## src/ict_pkg.sv

```systemverilog
// ict_pkg: shared types and codes for the idle connection timeout table
// no dependencies; used by ict_entry_ram and idle_connection_timeout_table
package ict_pkg;

  // request codes on in_func
  localparam logic [1:0] FUNC_TICK     = 2'd0;
  localparam logic [1:0] FUNC_SCHEDULE = 2'd1;
  localparam logic [1:0] FUNC_UPDATE   = 2'd2;

  // result codes on out_kind
  localparam logic [2:0] KIND_EXPIRED   = 3'd0;
  localparam logic [2:0] KIND_APPENDED  = 3'd1;
  localparam logic [2:0] KIND_REFRESHED = 3'd2;
  localparam logic [2:0] KIND_FULL      = 3'd3;
  localparam logic [2:0] KIND_NONE      = 3'd4;

  // one table entry
  typedef struct packed {
    logic [15:0] handle;
    logic [31:0] deadline;
  } entry_t;

  // sequencer states
  typedef enum logic [2:0] {
    S_IDLE,
    S_READ,
    S_CHECK,
    S_APPEND,
    S_TICK_END
  } state_t;

endpackage

```

## src/ict_entry_ram.sv

```systemverilog
// ict_entry_ram: entry store, one write port and one registered read port
// depends on ict_pkg (entry_t)
module ict_entry_ram import ict_pkg::*; #(
  parameter int DEPTH = 64,
  parameter int AW    = 6
) (
  input  logic          clk,
  input  logic          wr_en,
  input  logic [AW-1:0] wr_addr,
  input  entry_t        wr_data,
  input  logic          rd_en,
  input  logic [AW-1:0] rd_addr,
  output entry_t        rd_data
);

  entry_t mem [DEPTH];

  always_ff @(posedge clk) begin
    if (wr_en) begin
      mem[wr_addr] <= wr_data;
    end
  end

  always_ff @(posedge clk) begin
    if (rd_en) begin
      rd_data <= mem[rd_addr];
    end
  end

endmodule

```

## src/idle_connection_timeout_table.sv

```systemverilog
// idle_connection_timeout_table: table of connection handles with deadlines
// depends on ict_pkg and ict_entry_ram
//
//   channel | direction | ports                                  | handshake
//   in      | input     | in_func, in_handle, in_timeout_seconds | in_valid / in_ready
//   out     | output    | out_kind, out_handle_res, out_last     | out_valid / out_ready
//
// a schedule appends once the output is free; a tick or update scans the table
// with one ram read port and one comparator, taking each entry in turn
// through a read state and a check state
// reset clears state, time, entry count and valid flags; no entry is read unset
// in_ready is high only in idle; an out stall can hold the scan
module idle_connection_timeout_table import ict_pkg::*; #(
  parameter int TABLE_ENTRIES = 64
) (
  input  logic        clk,
  input  logic        rst_n,
  input  logic        in_valid,
  output logic        in_ready,
  input  logic [1:0]  in_func,
  input  logic [15:0] in_handle,
  input  logic [15:0] in_timeout_seconds,
  output logic        out_valid,
  input  logic        out_ready,
  output logic [2:0]  out_kind,
  output logic [15:0] out_handle_res,
  output logic        out_last
);

  localparam int AW = (TABLE_ENTRIES > 1) ? $clog2(TABLE_ENTRIES) : 1;
  localparam int CW = $clog2(TABLE_ENTRIES + 1);

  // sequencer and operation registers
  state_t        state_r, state_nxt;
  logic [1:0]    op_func_r, op_func_nxt;
  logic [15:0]   op_handle_r, op_handle_nxt;
  logic [31:0]   op_deadline_r, op_deadline_nxt;
  logic [31:0]   now_r, now_nxt;
  logic [CW-1:0] count_r, count_nxt;
  logic [AW-1:0] idx_r, idx_nxt;
  logic [CW-1:0] keep_r, keep_nxt;
  // expired handle held back until we know whether it is the last one
  logic          pend_valid_r, pend_valid_nxt;
  logic [15:0]   pend_handle_r, pend_handle_nxt;

  // output register
  logic          out_valid_r, out_valid_nxt;
  logic [2:0]    out_kind_r, out_kind_nxt;
  logic [15:0]   out_handle_r, out_handle_nxt;
  logic          out_last_r, out_last_nxt;

  // ram port
  logic          wr_en;
  logic [AW-1:0] wr_addr;
  entry_t        wr_data;
  logic          rd_en;
  entry_t        rd_data;

  logic          out_free;
  logic          scan_end;
  logic          expired;

  ict_entry_ram #(
    .DEPTH (TABLE_ENTRIES),
    .AW    (AW)
  ) u_ram (
    .clk     (clk),
    .wr_en   (wr_en),
    .wr_addr (wr_addr),
    .wr_data (wr_data),
    .rd_en   (rd_en),
    .rd_addr (idx_r),
    .rd_data (rd_data)
  );

  assign in_ready       = (state_r == S_IDLE);
  assign out_valid      = out_valid_r;
  assign out_kind       = out_kind_r;
  assign out_handle_res = out_handle_r;
  assign out_last       = out_last_r;

  // output slot can take a new result this cycle
  assign out_free = !out_valid_r || out_ready;
  // entry being checked is the last one in the table
  assign scan_end = ((CW'(idx_r) + CW'(1)) == count_r);
  // plain unsigned compare, no wrap correction
  assign expired  = (rd_data.deadline <= now_r);

  always_ff @(posedge clk) begin
    if (!rst_n) begin
      state_r      <= S_IDLE;
      now_r        <= '0;
      count_r      <= '0;
      pend_valid_r <= 1'b0;
      out_valid_r  <= 1'b0;
    end else begin
      state_r      <= state_nxt;
      now_r        <= now_nxt;
      count_r      <= count_nxt;
      pend_valid_r <= pend_valid_nxt;
      out_valid_r  <= out_valid_nxt;
    end
  end

  always_ff @(posedge clk) begin
    op_func_r     <= op_func_nxt;
    op_handle_r   <= op_handle_nxt;
    op_deadline_r <= op_deadline_nxt;
    idx_r         <= idx_nxt;
    keep_r        <= keep_nxt;
    pend_handle_r <= pend_handle_nxt;
    out_kind_r    <= out_kind_nxt;
    out_handle_r  <= out_handle_nxt;
    out_last_r    <= out_last_nxt;
  end

  always_comb begin
    state_nxt       = state_r;
    op_func_nxt     = op_func_r;
    op_handle_nxt   = op_handle_r;
    op_deadline_nxt = op_deadline_r;
    now_nxt         = now_r;
    count_nxt       = count_r;
    idx_nxt         = idx_r;
    keep_nxt        = keep_r;
    pend_valid_nxt  = pend_valid_r;
    pend_handle_nxt = pend_handle_r;

    // result leaves when taken
    out_valid_nxt   = out_valid_r && !out_ready;
    out_kind_nxt    = out_kind_r;
    out_handle_nxt  = out_handle_r;
    out_last_nxt    = out_last_r;

    wr_en           = 1'b0;
    wr_addr         = keep_r[AW-1:0];
    wr_data         = rd_data;
    rd_en           = 1'b0;

    case (state_r)
      S_IDLE: begin
        if (in_valid) begin
          op_func_nxt     = in_func;
          op_handle_nxt   = in_handle;
          // deadline counts from the time before any tick advance
          op_deadline_nxt = now_r + 32'(in_timeout_seconds);
          idx_nxt         = '0;
          keep_nxt        = '0;
          pend_valid_nxt  = 1'b0;
          case (in_func)
            FUNC_TICK: begin
              now_nxt   = now_r + 32'd1;
              state_nxt = (count_r == '0) ? S_TICK_END : S_READ;
            end
            FUNC_SCHEDULE: begin
              state_nxt = S_APPEND;
            end
            FUNC_UPDATE: begin
              state_nxt = (count_r == '0) ? S_APPEND : S_READ;
            end
            default: begin
              // unused code: dropped, no result
              state_nxt = S_IDLE;
            end
          endcase
        end
      end

      S_READ: begin
        rd_en     = 1'b1;
        state_nxt = S_CHECK;
      end

      S_CHECK: begin
        if (op_func_r == FUNC_TICK) begin
          if (!(expired && pend_valid_r && !out_free)) begin
            if (expired) begin
              // older expired handle is now known not to be last
              if (pend_valid_r) begin
                out_valid_nxt  = 1'b1;
                out_kind_nxt   = KIND_EXPIRED;
                out_handle_nxt = pend_handle_r;
                out_last_nxt   = 1'b0;
              end
              pend_valid_nxt  = 1'b1;
              pend_handle_nxt = rd_data.handle;
            end else begin
              // survivor moves down to close the gap
              wr_en    = 1'b1;
              wr_addr  = keep_r[AW-1:0];
              wr_data  = rd_data;
              keep_nxt = keep_r + CW'(1);
            end
            if (scan_end) begin
              state_nxt = S_TICK_END;
            end else begin
              idx_nxt   = idx_r + AW'(1);
              state_nxt = S_READ;
            end
          end
        end else begin
          if (rd_data.handle == op_handle_r) begin
            // first match gets the new deadline
            if (out_free) begin
              wr_en           = 1'b1;
              wr_addr         = idx_r;
              wr_data.handle   = op_handle_r;
              wr_data.deadline = op_deadline_r;
              out_valid_nxt   = 1'b1;
              out_kind_nxt    = KIND_REFRESHED;
              out_handle_nxt  = op_handle_r;
              out_last_nxt    = 1'b1;
              state_nxt       = S_IDLE;
            end
          end else if (scan_end) begin
            state_nxt = S_APPEND;
          end else begin
            idx_nxt   = idx_r + AW'(1);
            state_nxt = S_READ;
          end
        end
      end

      S_APPEND: begin
        if (out_free) begin
          out_valid_nxt  = 1'b1;
          out_handle_nxt = op_handle_r;
          out_last_nxt   = 1'b1;
          if (count_r == CW'(TABLE_ENTRIES)) begin
            out_kind_nxt = KIND_FULL;
          end else begin
            wr_en            = 1'b1;
            wr_addr          = count_r[AW-1:0];
            wr_data.handle   = op_handle_r;
            wr_data.deadline = op_deadline_r;
            count_nxt        = count_r + CW'(1);
            out_kind_nxt     = KIND_APPENDED;
          end
          state_nxt = S_IDLE;
        end
      end

      S_TICK_END: begin
        if (out_free) begin
          count_nxt     = keep_r;
          out_valid_nxt = 1'b1;
          out_last_nxt  = 1'b1;
          if (pend_valid_r) begin
            out_kind_nxt   = KIND_EXPIRED;
            out_handle_nxt = pend_handle_r;
          end else begin
            out_kind_nxt   = KIND_NONE;
            out_handle_nxt = '0;
          end
          pend_valid_nxt = 1'b0;
          state_nxt      = S_IDLE;
        end
      end

      default: begin
        state_nxt = S_IDLE;
      end
    endcase
  end

`ifndef ASSERT_OFF
  // table never overfills
  a_count_bound: assert property (@(posedge clk) disable iff (!rst_n)
    count_r <= CW'(TABLE_ENTRIES))
    else $error("entry count beyond table size");

  // a checked entry always lies inside the table
  a_idx_in_table: assert property (@(posedge clk) disable iff (!rst_n)
    (state_r == S_CHECK) |-> (CW'(idx_r) < count_r))
    else $error("scan index outside table");

  // compaction never writes ahead of the read point
  a_keep_behind: assert property (@(posedge clk) disable iff (!rst_n)
    (state_r == S_CHECK) |-> (keep_r <= CW'(idx_r)))
    else $error("compaction write ahead of scan");

  // a tick transaction advances the clock by exactly one second
  a_tick_advance: assert property (@(posedge clk) disable iff (!rst_n)
    (in_valid && in_ready && in_func == FUNC_TICK) |=> (now_r == $past(now_r) + 32'd1))
    else $error("tick did not advance time by one");

  // a result is loaded only when the output slot is free
  a_no_overwrite: assert property (@(posedge clk) disable iff (!rst_n)
    (out_valid_r && !out_ready) |=> (out_valid_r && $stable(out_handle_r)))
    else $error("pending result overwritten");
`endif

endmodule

```

## config.mk

```make
export PLATFORM = sky130hd
export DESIGN_NAME = idle_connection_timeout_table
export DESIGN_NICKNAME = d
export VERILOG_FILES = /design/src/ict_pkg.sv /design/src/ict_entry_ram.sv /design/src/idle_connection_timeout_table.sv
export SDC_FILE = /design/constraint.sdc
export NUM_CORES = 2
export LEC_CHECK = 0
export BUFFER_PORTS_ARGS = -buffer_cell sky130_fd_sc_hd__buf_4
export CORE_MARGIN = 1
export CORE_UTILIZATION = 60
export CTS_CLUSTER_SIZE = 10
export DETAILED_ROUTE_END_ITERATION = 12
export PLACE_DENSITY = 0.76
export REMOVE_ABC_BUFFERS = 1
export SETUP_SLACK_MARGIN = 0.5
export SLEW_MARGIN = 20
export SYNTH_ARGS = -nofsm -noshare
export SYNTH_HDL_FRONTEND = slang
export SYNTH_HIERARCHICAL = 1
export SYNTH_SLANG_ARGS = --single-unit
export TNS_END_PERCENT = 5
```

## constraint.sdc

```tcl
create_clock -name clk -period 11.3 [get_ports clk]
set_clock_uncertainty 0.05 [all_clocks]
set_input_delay 2.26 -clock clk [delete_from_list [all_inputs] [get_ports clk]]
set_output_delay 2.26 -clock clk [all_outputs]
set_load 0.01 [all_outputs]
```

== Yosys cells after proc, flatten, opt, wreduce, memory -nomap -nowiden ==
Memories as Yosys holds them, arrays and structs flattened. A register that Yosys moved wholly into a read port is not among the register bits.
Cells that the tools add are included.
Cells by class
  mux-type cells: 89
  div/mod/pow operators: 0
  bitwise gates (word level): 1
  reductions and logical operators: 28
  multiply operators: 0
  magnitude comparators: 1
  $add $sub $neg: 6
  shift operators: 0
  eq/ne operators: 23
Operators with widths (number)
  $mux 48: 5
  $mux 16: 8
  $pmux 48 s2: 1
  $mux 6: 10
  $mux 7: 7
  $mux 3: 16
  $pmux 16 s3: 1
  $add 32x1->32 const B: 1
  $add 32x16->32: 1
  $le 32x32->1: 1
  $pmux 7 s2: 2
  $mux 1: 27
  $pmux 6 s2: 2
  $ne 3x3->1 const B: 6
  $pmux 3 s3: 2
  $eq 16x16->1: 1
  $ne 2x2->1 const B: 8
  $add 7x1->7 const B: 2
  $pmux 3 s4: 1
  $reduce_and 4->1: 3
  $reduce_and 6->1: 2
  $reduce_and 5->1: 2
  $reduce_and 8->1: 1
  $add 6x1->7 const B: 1
  other kinds (23): 37
Storage, ports and cells
  output and inout port bits: 22
  memories: 1
  flip-flop bits (word level): 143
  bits in read-only memories: 0
  bits in latches: 0
  input bits: 38
  bits in writable memories: 3072
  logic and storage cells: 163
Memory list
  u_ram.mem: words 64, bits a word 48, read ports 1, clocked after Yosys merged registers in 1, wr ports 1, line ict_entry_ram.sv:16  | entry_t mem [DEPTH];

== Logic depth before layout (Yosys ltp) ==
  depth in word-level cells: 9
  depth in mapped cells: 15
  depth with buffers taken out: 12

== Cells and area by module ==
The synthesis kept the hierarchy.
Modules (own cells, without submodules)
  ict_entry_ram: cells each 5247, seq. area each 93689.9 um^2, times used 1, area each 118671.3 um^2
  idle_connection_timeout_table: cells each 879, seq. area each 3853.7 um^2, times used 1, area each 8800.9 um^2

== Least setup slack after synthesis ==
Ideal clock, no wire load.
  path type: input-to-reg
  from: input out_ready
  to: memory u_ram/mem[55][0] in the netlist's numbering (enable)
  required time: 10.737 ns
  slack: 3.421 ns
  library setup time: 0.513 ns
  stages: 10
  data arrival time: 7.316 ns
  buffers on the path: 3
  cell sequence: nor2b_1 -> clkbuf_1 -> nor2_1 -> nor2_1 -> buf_2 -> nand2_1 -> nand2_1 -> clkbuf_1 -> nand3_1 -> nor3_1
On the way
  elaborated cells between the ends (all ways): 16
  those cells by class: mux (13); reduce/logical (3)
RTL lines
  start, declared: line idle_connection_timeout_table.sv:24  | input logic out_ready,
  $logic_or 1x1->1 (*): line idle_connection_timeout_table.sv:83  | assign out_free = !out_valid_r || out_ready;
  $mux 6: line idle_connection_timeout_table.sv:204  | if (out_free) begin
  $mux 6: line idle_connection_timeout_table.sv:202  | if (rd_data.handle == op_handle_r) begin
  $mux 6: line idle_connection_timeout_table.sv:175  | if (op_func_r == FUNC_TICK) begin
  $pmux 6 s2 (*): line idle_connection_timeout_table.sv:140  | case (state_r)
  named net wr_addr[1]: line idle_connection_timeout_table.sv:54  | logic [AW-1:0] wr_addr;
  end, declared: line ict_entry_ram.sv:16
Mark *: on every way through the listed nets, which the timed path passes. The rest lies on a longest branch.

== Final worst setup path ==
  from: input out_ready
  to: memory u_ram/mem[40][6] in the netlist's numbering (enable)
The elaborated chain is that of the path after synthesis.

==> results_dict.tcl <==
set metrics [dict create \
    cts.sinks 3263 \
    hold_ws_ns 0.440 \
    fin_crit_sh_pct 57.1 \
    synth_cells 6126 \
    layout-drive-gt1-share_pct 23.9 \
    synth_top_family_by_area "multiplexers" \
    synthArstFlopShare_pct 0 \
    start_util_pct 60.6 \
    final_cell_area_sq_um 142000 \
    cts_resized 0 \
    wl_per_cell_um 35.8 \
    drc 0 \
    synth_compound_area_share_pct 3.30 \
    slowest_stage "nor2_4" \
    ant_nets 0 \
    timing.final.crit_period_ns 6.45 \
    pin_count 60 \
    postCtsSetupBuffers 0 \
    slowest_delay_ns 0.79 \
    clk_pin_slew_ns 0.06 \
    grt_overflow_total 0 \
    fp.dieW_um 463 \
    final_common_cell "edfxtp_1" \
    synth_seq_cells 3263 \
    grt_start_max_net_pins 118 \
    rows 168 \
    dieHeight_um 463 \
    area_growth_pct 11.0 \
    finalHoldViolCount 0 \
    first_pass_iters 7 \
    crit_family "simple AND/OR/NAND/NOR gates" \
    htreeDepth 5 \
    sw_frac_of_total_pct 24.1 \
    cp.arrival_ns 6.95 \
    gp_congestion 0.912 \
    port_buffers 59 \
    finalSetupTns_ns 0 \
    max_slew_margin_pct 17.6 \
    rsz0062_at_grt "false" \
    slew_viol_final 0 \
    multiInputGateArea_sq_um 28400 \
    crit_type "in2reg" \
    syn_area_sq_um 127000 \
    synth.distinct_cells 77 \
    synthMuxAreaShare_pct 14.6 \
    cp.required_ns 11.80 \
    regArea_sq_um 97500 \
    tightestPinTransition_ns 1.23 \
    grt_pass1_vias 65900 \
    grt_antenna_before_repair 30 \
    cts_hold_buf 0 \
    cts_buffers 378 \
    yosys.area_share.simple_pct 2.79 \
    pre_cts_ws_ns 4.13 \
    vias_per_cell 7.11 \
    cts_root_buf "clkbuf_16" \
    total_power_uw 27200 \
    setup_viol 0 \
    cts_tree "done" \
    power_density_nw_per_um2 192 \
    clock_latency_ns 0.98 \
    synth_edf_count 3219 \
    final_cell_mix "3219 x edfxtp_1, 672 x mux4_2, 383 x clkbuf_16" \
    fmax_mhz 155 \
    synth-seq-area-share_pct 76.5 \
    startpoint_type "input port" \
    setup_ws_ns 4.85 \
    die_area_sq_um 214000 \
    outcome "completed" \
    cts_buffer_depth 4 \
    power_leakage_uw 0.0439 \
    min-delay-path-class "reg2reg" \
    layout.nets 6508 \
    vias 65900 \
    path_cells "buf_4 -> nor2b_2 -> buf_4 -> nor2_1 -> nor2_4 -> buf_4 -> nand2_1 -> nand2_1 -> nand2_1 -> nor2_1 -> nand2_1 -> nor2_4 -> buf_4" \
    grtUsageTotal_pct 31.0 \
    drtIter0Drc 10400 \
    worst_ir_drop_vdd_mv 0.218 \
    ys.flop_type "edfxtp_1" \
    p_int_uw 20600 \
    fill_cells 12500 \
    ys_warn_count 6 \
    critical_path_buf_inv_count 4 \
    drv_cap 0 \
    finalWirelength_um 332000 \
    placed_area_sq_um 132000 \
    clockPowerShare_pct 37.9 \
    grt_first_pass_wirelength_um 472000 \
    worst-path-max-fanout 55 \
    cp-end-kind "flop" \
    core_area_sq_um 210000 \
    power.switching_uw 6560 \
    hpwl_um 181000 \
    avgSynthCellArea_sq_um 20.8 \
    synth_fa_ha_area_share_pct 0.565 \
    synth_xor_area_share_pct 0.563 \
    power.share.sequential_pct 50.2 \
    share_comb_of_total_power_pct 12.0 \
]
==> through the flow <==
stage / utilization [%] / instances
after floorplan: - / 5784
after detailed placement: 62.6 / 8838
after global routing: 67.3 / 9263
after CTS: 67.2 / 9262
final: 67.3 / 9267
after global placement: 62.6 / 8838
==> final timing paths <==
kind,from,endpoint,slack (ns),depth (start not counted)
setup / recovery,out_ready,u_ram/mem[40][6]$_DFFE_PP_,4.85,13
hold / removal,u_ram/rd_data[34]$_DFFE_PP_,pend_handle_r[2]$_DFFE_PP_,0.44,0
setup reg to reg,state_r[2]$_SDFFE_PN0P_,u_ram/mem[40][6]$_DFFE_PP_,5.47,12
hold reg to reg,u_ram/rd_data[34]$_DFFE_PP_,pend_handle_r[2]$_DFFE_PP_,0.44,0
==> cell type report <==
type / instances / share of cell area (%)
clock buffer: 413 / 6.85
sequential: 3263 / 68.9
multi-input combinational: 2467 / 20.1
antenna: 5 / 0.00884
tap: 2805 / 2.48
timing repair buffer: 249 / 1.42
inverter: 54 / 0.143
clock inverter: 11 / 0.0849
==> Yosys cell counts (all sizes together), types with 5 or more instances <==
cell type  count  area share [%]
edfxtp      3219              76
mux4         672              12
mux2i        217             1.7
buf          187             1.0
nand2        184            0.54
nor2         171            0.51
clkbuf       155            0.46
o22ai        131            0.64
nand3        124            0.49
mux2         118             1.0
a22oi         91            0.54
nand4         84            0.42
o21ai         73            0.29
xnor2         73            0.50
a21oi         60            0.24
ha            56            0.55
inv           54            0.16
dfxtp         44            0.69
a211oi        42            0.25
o221ai        38            0.26
nor2b         34            0.17
and3          31            0.15
a221o         29            0.23
o211ai        24            0.14
o22a          18            0.12
a311o         17            0.13
nor3          17           0.067
nand2b        13           0.064
nor4          13           0.080
or3           13           0.068
or2           12           0.059
a221oi        11           0.076
a21o           9           0.053
nor3b          9           0.053
xor2           9           0.062
a31oi          8           0.039
nand3b         8           0.047
o21a           8           0.047
and2           7           0.036
o31ai          5           0.029
==> worst reg2reg max path, delay by kind of cell, from the launching register on <==
| kind | cells | cell delay [ns] |
|---|---|---|
| buf+inv | 2 | 1.29 |
| simple gates | 10 | 3.52 |
| flops | 1 | 0.52 |
==> cells by family (layout without fill, tap and decap cells) <==
logic type	after synthesis	in the layout
XOR/XNOR	82	82
other	0	5
adder cells (fa/ha/maj)	57	57
AO/OA/AOI/OAI	595	595
buffers and inverters	396	727
multiplexers	1007	1007
AND/OR/NAND/NOR	726	726
flip-flops	3263	3263
==> state kept, by name, summed over array words and instances (netlist names) <==
| signal | cells |
|---|---|
| u_ram/rd_data | 48 |
| op_handle_r | 16 |
| pend_handle_r | 16 |
| out_valid | 1 |
| out_handle_res | 16 |
| op_deadline_r | 32 |
| count_r | 7 |
| op_func_r | 2 |
| u_ram/mem | 3072 |
| out_kind | 3 |
| state_r | 3 |
| now_r | 32 |
| idx_r | 6 |
| keep_r | 7 |
| out_last | 1 |
| pend_valid_r | 1 |
==> power groups by stage <==
stage | Combinational (uW) | Sequential (uW) | Clock (uW)
after floorplan | 3290 | 14200 | 0
after global placement | 3090 | 13900 | 0
after CTS | 3180 | 13600 | 10400
final | 3250 | 13600 | 10300
after detailed placement | 3140 | 13900 | 0
after global routing | 3350 | 13600 | 10800
==> per-layer routing <==
metal | wire (um) | up-vias | global-route usage (%)
met2 | 155000 | 5034 | 47.2
li1 | - | 26000 | -
met3 | 46900 | 850 | 9.12
met5 | 171 | - | 0
met4 | 14200 | 20 | 12.4
met1 | 116000 | 34000 | 42.6
No activity file was read; power rests on OpenSTA's default activity.
